### config.mk
export PLATFORM = sky130hd
export DESIGN_NAME = bmp_rgb888_to_rgb565_stream_top
export DESIGN_NICKNAME = d
export VERILOG_FILES = /design/src/rtl/bmp_pkg.sv /design/src/rtl/bmp_rgb888_to_rgb565_stream_top.sv /design/src/rtl/bmp_core.sv /design/src/rtl/bmp_emit.sv
export SDC_FILE = /design/constraint.sdc
export NUM_CORES = 1
export LEC_CHECK = 0
export BUFFER_PORTS_ARGS = -buffer_cell sky130_fd_sc_hd__buf_2
export CORE_MARGIN = 5
export CORE_UTILIZATION = 57
export DETAILED_ROUTE_END_ITERATION = 6
export GPL_ROUTABILITY_DRIVEN = 0
export PLACE_DENSITY = 0.89
export SLEW_MARGIN = 25
export SYNTH_ARGS = -nofsm -noshare
export SYNTH_HDL_FRONTEND = slang
export SYNTH_SLANG_ARGS = --single-unit
### constraint.sdc
create_clock -name clk_i -period 5.5 [get_ports clk_i]
set_input_delay 0.825 -clock clk_i [delete_from_list [all_inputs] [get_ports clk_i]]
set_output_delay 0.825 -clock clk_i [all_outputs]
set_load 0.01 [all_outputs]
### src/rtl/bmp_pkg.sv
package bmp_pkg;

  localparam int unsigned DimBitsDef = 12;
  localparam int unsigned CfgAddrBits = 3;
  localparam logic [7:0] PadByte = 8'h41;

  localparam logic [15:0] RedMask = 16'hF800;
  localparam logic [15:0] GreenMask = 16'h07E0;
  localparam logic [15:0] BlueMask = 16'h001F;

  localparam logic ReqData = 1'b0;
  localparam logic ReqFinish = 1'b1;

  localparam logic [CfgAddrBits-1:0] AddrWidth = 3'd0;
  localparam logic [CfgAddrBits-1:0] AddrHeight = 3'd4;

  // Index of the last beat of a result group.
  localparam logic [1:0] BeatFinish = 2'd0;
  localparam logic [1:0] BeatPixel = 2'd1;
  localparam logic [1:0] BeatPadded = 2'd3;

  typedef enum logic [1:0] {
    STAT_OK         = 2'd0,
    STAT_COMPLETE   = 2'd1,
    STAT_INCOMPLETE = 2'd2
  } status_e;

  // One group of results caused by one input item.
  typedef struct packed {
    logic [15:0] pixel;
    logic [1:0]  last_beat;
    logic        image_end;
    logic        finish;
    logic        finish_ok;
  } desc_t;

  function automatic logic [15:0] pack_rgb565(input logic [7:0] blue,
                                              input logic [7:0] green,
                                              input logic [7:0] red);
    logic [15:0] px;
    px = (({8'd0, red} >> 3) << 11) & RedMask;
    px = px | ((({8'd0, green} >> 2) << 5) & GreenMask);
    px = px | (({8'd0, blue} >> 3) & BlueMask);
    return px;
  endfunction

endpackage

### src/rtl/bmp_rgb888_to_rgb565_stream_top.sv
// Converts the pixel array of a bottom-up 24-bit bitmap into an RGB565 byte stream.
// Input channel: one item per byte (req_type_i = 0, data_byte_i blue first) or a
// finish item (req_type_i = 1) that returns one status result. An item is taken at
// a clock edge with in_valid_i high and in_stall_o low.
// Output channel: each completed pixel gives two bytes, low byte first, followed at
// the end of a row by two 0x41 padding bytes when the width is odd. Input row padding
// and bytes after the last row give no result. last_of_run_o marks the last result of
// an item and image_done_o the final byte of the image, or a finish on a complete one.
// With the result queue empty, the first result of an item is valid in the cycle after it is
// accepted; the results of one item then leave one per unstalled cycle, and a pixel takes
// three input bytes and gives two to four output bytes. A two-entry result queue sets the
// throughput: the input stalls only while both entries hold result groups.
// Reset clears the pixel, row and column position, empties the queue and sets both
// size registers to 1. While out_stall_i is high the current result holds steady and
// input keeps flowing until the queue fills. Width and height are written through the
// APB port at 0x0 and 0x4, by the user only while idle; the block does not enforce this.
module bmp_rgb888_to_rgb565_stream_top import bmp_pkg::*; #(
  parameter int unsigned DIM_BITS = DimBitsDef
) (
  input  logic                   clk_i,
  input  logic                   rst_ni,
  input  logic                   psel,
  input  logic                   penable,
  input  logic                   pwrite,
  input  logic [CfgAddrBits-1:0] paddr,
  input  logic [31:0]            pwdata,
  output logic [31:0]            prdata,
  output logic                   pready,
  input  logic                   in_valid_i,
  output logic                   in_stall_o,
  input  logic                   req_type_i,
  input  logic [7:0]             data_byte_i,
  output logic                   out_valid_o,
  input  logic                   out_stall_i,
  output logic [7:0]             out_byte_o,
  output logic                   is_padding_o,
  output logic                   last_of_run_o,
  output logic                   image_done_o,
  output logic [1:0]             status_o
);

  logic [DIM_BITS-1:0] width_q, height_q;
  logic                cfg_wr;
  logic                accept;
  logic                push;
  desc_t               desc;
  logic                full;

  assign pready = 1'b1;
  assign cfg_wr = psel && penable && pwrite;

  always_ff @(posedge clk_i or negedge rst_ni) begin
    if (!rst_ni) begin
      width_q <= {{(DIM_BITS-1){1'b0}}, 1'b1};
      height_q <= {{(DIM_BITS-1){1'b0}}, 1'b1};
    end else if (cfg_wr) begin
      if (paddr == AddrWidth) begin
        width_q <= pwdata[DIM_BITS-1:0];
      end
      if (paddr == AddrHeight) begin
        height_q <= pwdata[DIM_BITS-1:0];
      end
    end
  end

  always_comb begin
    unique case (paddr)
      AddrWidth:  prdata = {{(32-DIM_BITS){1'b0}}, width_q};
      AddrHeight: prdata = {{(32-DIM_BITS){1'b0}}, height_q};
      default:    prdata = 32'd0;
    endcase
  end

  assign in_stall_o = full;
  assign accept = in_valid_i && !full;

  bmp_core #(
    .DIM_BITS(DIM_BITS)
  ) u_core (
    .clk_i       (clk_i),
    .rst_ni      (rst_ni),
    .accept_i    (accept),
    .req_type_i  (req_type_i),
    .data_byte_i (data_byte_i),
    .width_i     (width_q),
    .height_i    (height_q),
    .push_o      (push),
    .desc_o      (desc)
  );

  bmp_emit u_emit (
    .clk_i         (clk_i),
    .rst_ni        (rst_ni),
    .push_i        (push),
    .desc_i        (desc),
    .full_o        (full),
    .out_valid_o   (out_valid_o),
    .out_stall_i   (out_stall_i),
    .out_byte_o    (out_byte_o),
    .is_padding_o  (is_padding_o),
    .last_of_run_o (last_of_run_o),
    .image_done_o  (image_done_o),
    .status_o      (status_o)
  );

  // The input only stalls when a result group is already on the output.
  a_stall_has_output: assert property (@(posedge clk_i) disable iff (!rst_ni)
    in_stall_o |-> out_valid_o)
    else $error("input stalled with no result on the output");

  // A finish result is always a run of one.
  a_finish_single: assert property (@(posedge clk_i) disable iff (!rst_ni)
    (out_valid_o && status_o != STAT_OK) |-> (last_of_run_o && !is_padding_o))
    else $error("finish result is not a single result");

  // The end of the image only comes on the last byte of a pixel group.
  a_done_last: assert property (@(posedge clk_i) disable iff (!rst_ni)
    (out_valid_o && image_done_o && status_o == STAT_OK) |-> last_of_run_o)
    else $error("image end flagged before the last result of its group");

  // A finished group with a stalled receiver keeps its last result until taken.
  a_hold_last: assert property (@(posedge clk_i) disable iff (!rst_ni)
    (out_valid_o && out_stall_i && last_of_run_o) |=> (out_valid_o && last_of_run_o))
    else $error("last result dropped while the output was stalled");

endmodule

### src/rtl/bmp_core.sv
module bmp_core import bmp_pkg::*; #(
  parameter int unsigned DIM_BITS = DimBitsDef
) (
  input  logic                clk_i,
  input  logic                rst_ni,
  input  logic                accept_i,
  input  logic                req_type_i,
  input  logic [7:0]          data_byte_i,
  input  logic [DIM_BITS-1:0] width_i,
  input  logic [DIM_BITS-1:0] height_i,
  output logic                push_o,
  output desc_t               desc_o
);

  logic [DIM_BITS-1:0] column_q, column_d;
  logic [DIM_BITS-1:0] row_q, row_d;
  logic [1:0]          phase_q, phase_d;
  logic [15:0]         held_q, held_d;
  logic [1:0]          skip_q, skip_d;
  logic                done_q, done_d;

  logic                complete;
  logic [DIM_BITS-1:0] col_next;
  logic [DIM_BITS-1:0] row_next;
  logic                row_end;
  logic                last_row;
  logic [1:0]          w4;

  assign complete = done_q || (width_i == '0) || (height_i == '0) || (row_q >= height_i);
  assign col_next = column_q + {{(DIM_BITS-1){1'b0}}, 1'b1};
  assign row_next = row_q + {{(DIM_BITS-1){1'b0}}, 1'b1};
  assign row_end = col_next >= width_i;
  assign last_row = ({1'b0, row_q} + {{DIM_BITS{1'b0}}, 1'b1}) >= {1'b0, height_i};
  // Input row padding equals width mod 4; output padding is two bytes for odd widths.
  assign w4 = width_i[1:0];

  always_comb begin
    column_d = column_q;
    row_d = row_q;
    phase_d = phase_q;
    held_d = held_q;
    skip_d = skip_q;
    done_d = done_q;
    push_o = 1'b0;
    desc_o.pixel = pack_rgb565(held_q[7:0], held_q[15:8], data_byte_i);
    desc_o.last_beat = BeatPixel;
    desc_o.image_end = 1'b0;
    desc_o.finish = 1'b0;
    desc_o.finish_ok = complete;

    if (accept_i) begin
      if (req_type_i == ReqFinish) begin
        push_o = 1'b1;
        desc_o.finish = 1'b1;
        desc_o.last_beat = BeatFinish;
      end else if (!complete) begin
        if (skip_q != 2'd0) begin
          skip_d = skip_q - 2'd1;
          if (skip_q == 2'd1) begin
            column_d = '0;
            row_d = row_next;
            if (row_next >= height_i) begin
              done_d = 1'b1;
            end
          end
        end else if (phase_q == 2'd0) begin
          held_d = {8'd0, data_byte_i};
          phase_d = 2'd1;
        end else if (phase_q == 2'd1) begin
          held_d = {data_byte_i, held_q[7:0]};
          phase_d = 2'd2;
        end else begin
          push_o = 1'b1;
          phase_d = 2'd0;
          held_d = '0;
          column_d = col_next;
          if (row_end) begin
            desc_o.last_beat = w4[0] ? BeatPadded : BeatPixel;
            desc_o.image_end = last_row;
            if (w4 != 2'd0) begin
              skip_d = w4;
            end else begin
              column_d = '0;
              row_d = row_next;
              if (row_next >= height_i) begin
                done_d = 1'b1;
              end
            end
          end
        end
      end
    end
  end

  always_ff @(posedge clk_i or negedge rst_ni) begin
    if (!rst_ni) begin
      column_q <= '0;
      row_q <= '0;
      phase_q <= 2'd0;
      held_q <= '0;
      skip_q <= 2'd0;
      done_q <= 1'b0;
    end else begin
      column_q <= column_d;
      row_q <= row_d;
      phase_q <= phase_d;
      held_q <= held_d;
      skip_q <= skip_d;
      done_q <= done_d;
    end
  end

endmodule

### src/rtl/bmp_emit.sv
module bmp_emit import bmp_pkg::*; (
  input  logic       clk_i,
  input  logic       rst_ni,
  input  logic       push_i,
  input  desc_t      desc_i,
  output logic       full_o,
  output logic       out_valid_o,
  input  logic       out_stall_i,
  output logic [7:0] out_byte_o,
  output logic       is_padding_o,
  output logic       last_of_run_o,
  output logic       image_done_o,
  output logic [1:0] status_o
);

  desc_t      act_q, act_d;
  desc_t      pend_q, pend_d;
  logic       act_v_q, act_v_d;
  logic       pend_v_q, pend_v_d;
  logic [1:0] beat_q, beat_d;
  logic       last_beat;
  logic       act_free;

  assign last_beat = beat_q == act_q.last_beat;
  assign act_free = !act_v_q || (!out_stall_i && last_beat);
  assign full_o = pend_v_q;

  always_comb begin
    act_d = act_q;
    pend_d = pend_q;
    act_v_d = act_v_q;
    pend_v_d = pend_v_q;
    beat_d = beat_q;
    if (act_free) begin
      beat_d = 2'd0;
      if (pend_v_q) begin
        act_d = pend_q;
        act_v_d = 1'b1;
        pend_d = desc_i;
        pend_v_d = push_i;
      end else begin
        act_d = desc_i;
        act_v_d = push_i;
      end
    end else begin
      if (!out_stall_i) begin
        beat_d = beat_q + 2'd1;
      end
      if (push_i) begin
        pend_d = desc_i;
        pend_v_d = 1'b1;
      end
    end
  end

  always_ff @(posedge clk_i or negedge rst_ni) begin
    if (!rst_ni) begin
      act_v_q <= 1'b0;
      pend_v_q <= 1'b0;
      beat_q <= 2'd0;
    end else begin
      act_v_q <= act_v_d;
      pend_v_q <= pend_v_d;
      beat_q <= beat_d;
    end
  end

  always_ff @(posedge clk_i) begin
    act_q <= act_d;
    pend_q <= pend_d;
  end

  always_comb begin
    out_valid_o = act_v_q;
    last_of_run_o = last_beat;
    if (act_q.finish) begin
      out_byte_o = 8'd0;
      is_padding_o = 1'b0;
      image_done_o = act_q.finish_ok;
      status_o = act_q.finish_ok ? STAT_COMPLETE : STAT_INCOMPLETE;
    end else begin
      is_padding_o = beat_q[1];
      image_done_o = last_beat && act_q.image_end;
      status_o = STAT_OK;
      case (beat_q)
        2'd0:    out_byte_o = act_q.pixel[7:0];
        2'd1:    out_byte_o = act_q.pixel[15:8];
        default: out_byte_o = PadByte;
      endcase
    end
  end

endmodule

==> flow_summary.toml <==
[clock_tree]
cts_bufs_inserted = 9
hold_buffers = 0
clkTransAtPathRegs_ns = 0.11
cts_root_buffer = "clkbuf_8"
cts_resized = 0
cts_tree = "built"
post_cts.repair.setup_buffers = 0
htree_depth = 3
clock_insertion_delay_worst_skew_ns = 0.39
numClockSinks = 110
cts-root-to-sink-buffers = 2

[logic_synthesis]
number_of_flops_mapped_to_enable_cells_by_yosys = 42
syn_area_sq_um = 6190
asyncSetResetFlopFracSynth = 0.618
postSynthAreaPerCell_sq_um = 11.0
synth-warning-count = 0
seq_area_frac_synth = 0.479
number_of_instances_in_the_synthesized_netlist = 565
synth-main-ff-cell = "dfrtp_1"
ys_seq_elements = 110
synthDistinctLibCells = 60

[drt]
firstDrtPassIters = 4
wl_um = 12700
drt-wirelength-per-cell_um = 16.7
drcViolationCount = 0
final_antenna_net_count = 0
average_via_count_per_standard_cell = 5.76
num_vias = 4365
1st_iter_drt_viols = 235

[placement]
numPortBuffers = 55
dp.final_hpwl_um = 9340
post-place-cells = 742
place_area_sq_um = 6490

[pwr]
p_int_mw = 1.80
lkg_pwr_nw = 3.17
power.net_switching_mw = 1.07
part_of_the_power_in_combinational_logic = 0.347
clock_power_share = 0.168
power_switching_share = 0.374
power.density_cell_area_nw_per_um2 = 430
sequentialPowerShare = 0.486
maximum_vdd_drop_mv = 0.290

[grt]
grt_pass1_vias = 4462
aggregate_global_route_resource_usage = 0.205
gr-total-overflow = 0
grt_start_max_net_pins = 69
grt_antenna_before_repair = 0
global_route_wire_length_before_repair_um = 21500

[setup_path]
crit_path_max_incr_delay_ns = 0.63
required_time_worst_endpoint_ns = 5.78
worst_path_max_delay_cell = "a31oi_2"
timing.setup.critical_path_class = "reg2reg"
endpoint_kind = "flop"
worst-path-buf-inv = 0
path_delay_family = "compound AO/OA/AOI/OAI gates"
start_kind = "flop"
crit_path_cell_trace = "ha_1, and3_1, and3_1, nand3_1, xnor2_1, ha_1, nand2_1, o21ai_0, a31oi_1, a31oi_2, nand2_2, mux2_4"
worstPathArrival_ns = 3.77
crit_fanout = 11

[run_status]
run_status = "finished clean"

[floorplan]
floorplan.die_area_sq_um = 13000
core-area_sq_um = 10700
std_cell_rows = 38
floorplan.initialDensity = 0.576
pin_count = 99
die_w_um = 114
die-height_um = 114

[sta]
layout_skew_ns = 0.0112
rsz0062_at_grt = "no"
setup_total_negative_slack_ns = 0
tightest_slew_ns = 1.03
worst_case_headroom_to_the_max_slew_limit = 0.317
timing.final.crit_period_ns = 3.49
maxClockFrequency_ghz = 0.287
maxSlewViolCount = 0
setup_violations = 0
final_worst_path_period_share = 0.634
report.final.hold_viol_count = 0
fin_worst_hold_slack_ns = 0.498

[cells_and_area]
antenna_cells = 0
fillers = 840
design.final.nets = 704
synth_to_layout_area_growth_pct = 7.97
final_layout_size_suffix_gt1_frac = 0.218
instances_no_fill = 758
fin_area_sq_um = 6680

[worst_hold_path]
min-delay-path-class = "reg2reg"

[run]
cap_viol_max_count = 0
[cell usage after synthesis (all sizes together) (3+ instances only)]
master | instances | area [sq um]
inv | 35 | 131
mux2 | 44 | 499
clkbuf | 15 | 56.3
nor2 | 40 | 150
buf | 25 | 195
and3 | 11 | 68.8
a22o | 9 | 78.8
nor2b | 6 | 37.5
nand2 | 45 | 171
and4 | 3 | 26.3
nand3 | 24 | 125
nor3 | 5 | 30.0
nand4 | 10 | 90.1
mux2i | 12 | 120
xnor2 | 23 | 201
dfrtp | 66 | 1650
nor4 | 7 | 58.8
o21ai | 23 | 115
ha | 40 | 500
a21o | 9 | 67.6
a22oi | 6 | 45.0
or2 | 5 | 31.3
a21boi | 4 | 30.0
xor2 | 10 | 87.6
nand2b | 3 | 18.8
and2 | 6 | 37.5
a21oi | 11 | 55.1
edfxtp | 42 | 1260
[kinds of logic (layout without fill, tap and decap cells)]
| group | Yosys count | count (layout) | synth area share |
|---|---|---|---|
| AOI/OAI and AO/OA | 77 | 77 | 0.0837 |
| xor gates and xnor gates | 33 | 33 | 0.0467 |
| adders and majority gates | 40 | 40 | 0.0809 |
| buffers and inverters | 75 | 109 | 0.0619 |
| DFF | 110 | 110 | 0.479 |
| muxes | 56 | 56 | 0.100 |
| other | 2 | 21 | 0.00121 |
| and+or+nand+nor | 172 | 172 | 0.146 |
[through the flow]
stage	setup slack (ns)	utilization	total power [mW]
5_1_grt	1.72	0.622	3.07
3_5_place_dp	2.10	0.604	2.41
3_3_place_gp	1.84	0.603	2.32
6_report	2.01	0.622	2.87
2_1_floorplan	1.26	-	2.09
4_1_cts	2.06	0.622	2.88
[worst reg2reg max path, stage by stage, from the launching register on]
cell and delay (ns):
dfrtp_1 0.44, ha_1 0.25, and3_1 0.22, and3_1 0.27, nand3_1 0.12, xnor2_1 0.17, ha_1 0.30, nand2_1 0.05
o21ai_0 0.28, a31oi_1 0.12, a31oi_2 0.63, nand2_2 0.20, mux2_4 0.34
[placed cells by master (no fill, tap or decap), drive strengths merged, types with 24 or more instances in the layout]
master / Yosys / routed
mux2: 44 / 44
nor2: 40 / 40
edfxtp: 42 / 42
nand3: 24 / 24
inv: 35 / 38
dfrtp: 66 / 66
buf: 25 / 58
nand2: 45 / 45
ha: 40 / 40
[final timing paths]
check                                     to                from  cells past startpoint  slack, ns
min                        u_emit.pend_q[15]   u_core.held_q[15]                      0       0.50
min reg2reg                u_emit.pend_q[15]   u_core.held_q[15]                      0       0.50
max                          u_core.row_q[1]  u_core.column_q[0]                     12       2.01
max in group asynchronous   u_core.skip_q[1]              rst_ni                      2       4.32
min in group asynchronous    u_core.row_q[0]              rst_ni                      2       0.64
max reg2reg                  u_core.row_q[1]  u_core.column_q[0]                     12       2.01
[power groups by stage]
stage | Clock [mW] | Sequential (mW) | Combinational [mW]
after detailed placement | 0 | 1.41 | 0.997
after floorplan | 0 | 1.32 | 0.762
after global placement | 0 | 1.39 | 0.933
final | 0.481 | 1.39 | 0.995
after CTS | 0.486 | 1.39 | 1.00
after global routing | 0.519 | 1.43 | 1.12
[per-layer routing]
metal | share of wire | track usage | vias up | wire (um)
met4 | 0.019 | 0.0800 | 0 | 235
met1 | 0.43 | 0.261 | 2153 | 5450
met5 | 0 | 0 | - | 0
met3 | 0.058 | 0.0407 | 22 | 736
li1 | - | - | 2050 | -
met2 | 0.49 | 0.347 | 140 | 6220
[registers in the layout, summed over array words and instances (netlist names), 2 cells and up]
name and count:
u_emit.act_q 21, u_core.skip_q 2, u_emit.pend_q 21, u_core.column_q 12
u_emit.beat_q 2, width_q 12, u_core.phase_q 2, u_core.held_q 11
height_q 12, u_core.row_q 12
[cell type report]
class                      instances  area [sq um]  share of cell area
sequential                       110          2970               0.444
timing repair buffer              58           298              0.0446
tap                              140           175              0.0262
multi-input combinational        399          2920               0.437
clock inverter                     6          62.6             0.00937
inverter                          35           131              0.0197
clock buffer                      10           128              0.0191
No activity file was read; power rests on OpenSTA's default activity.
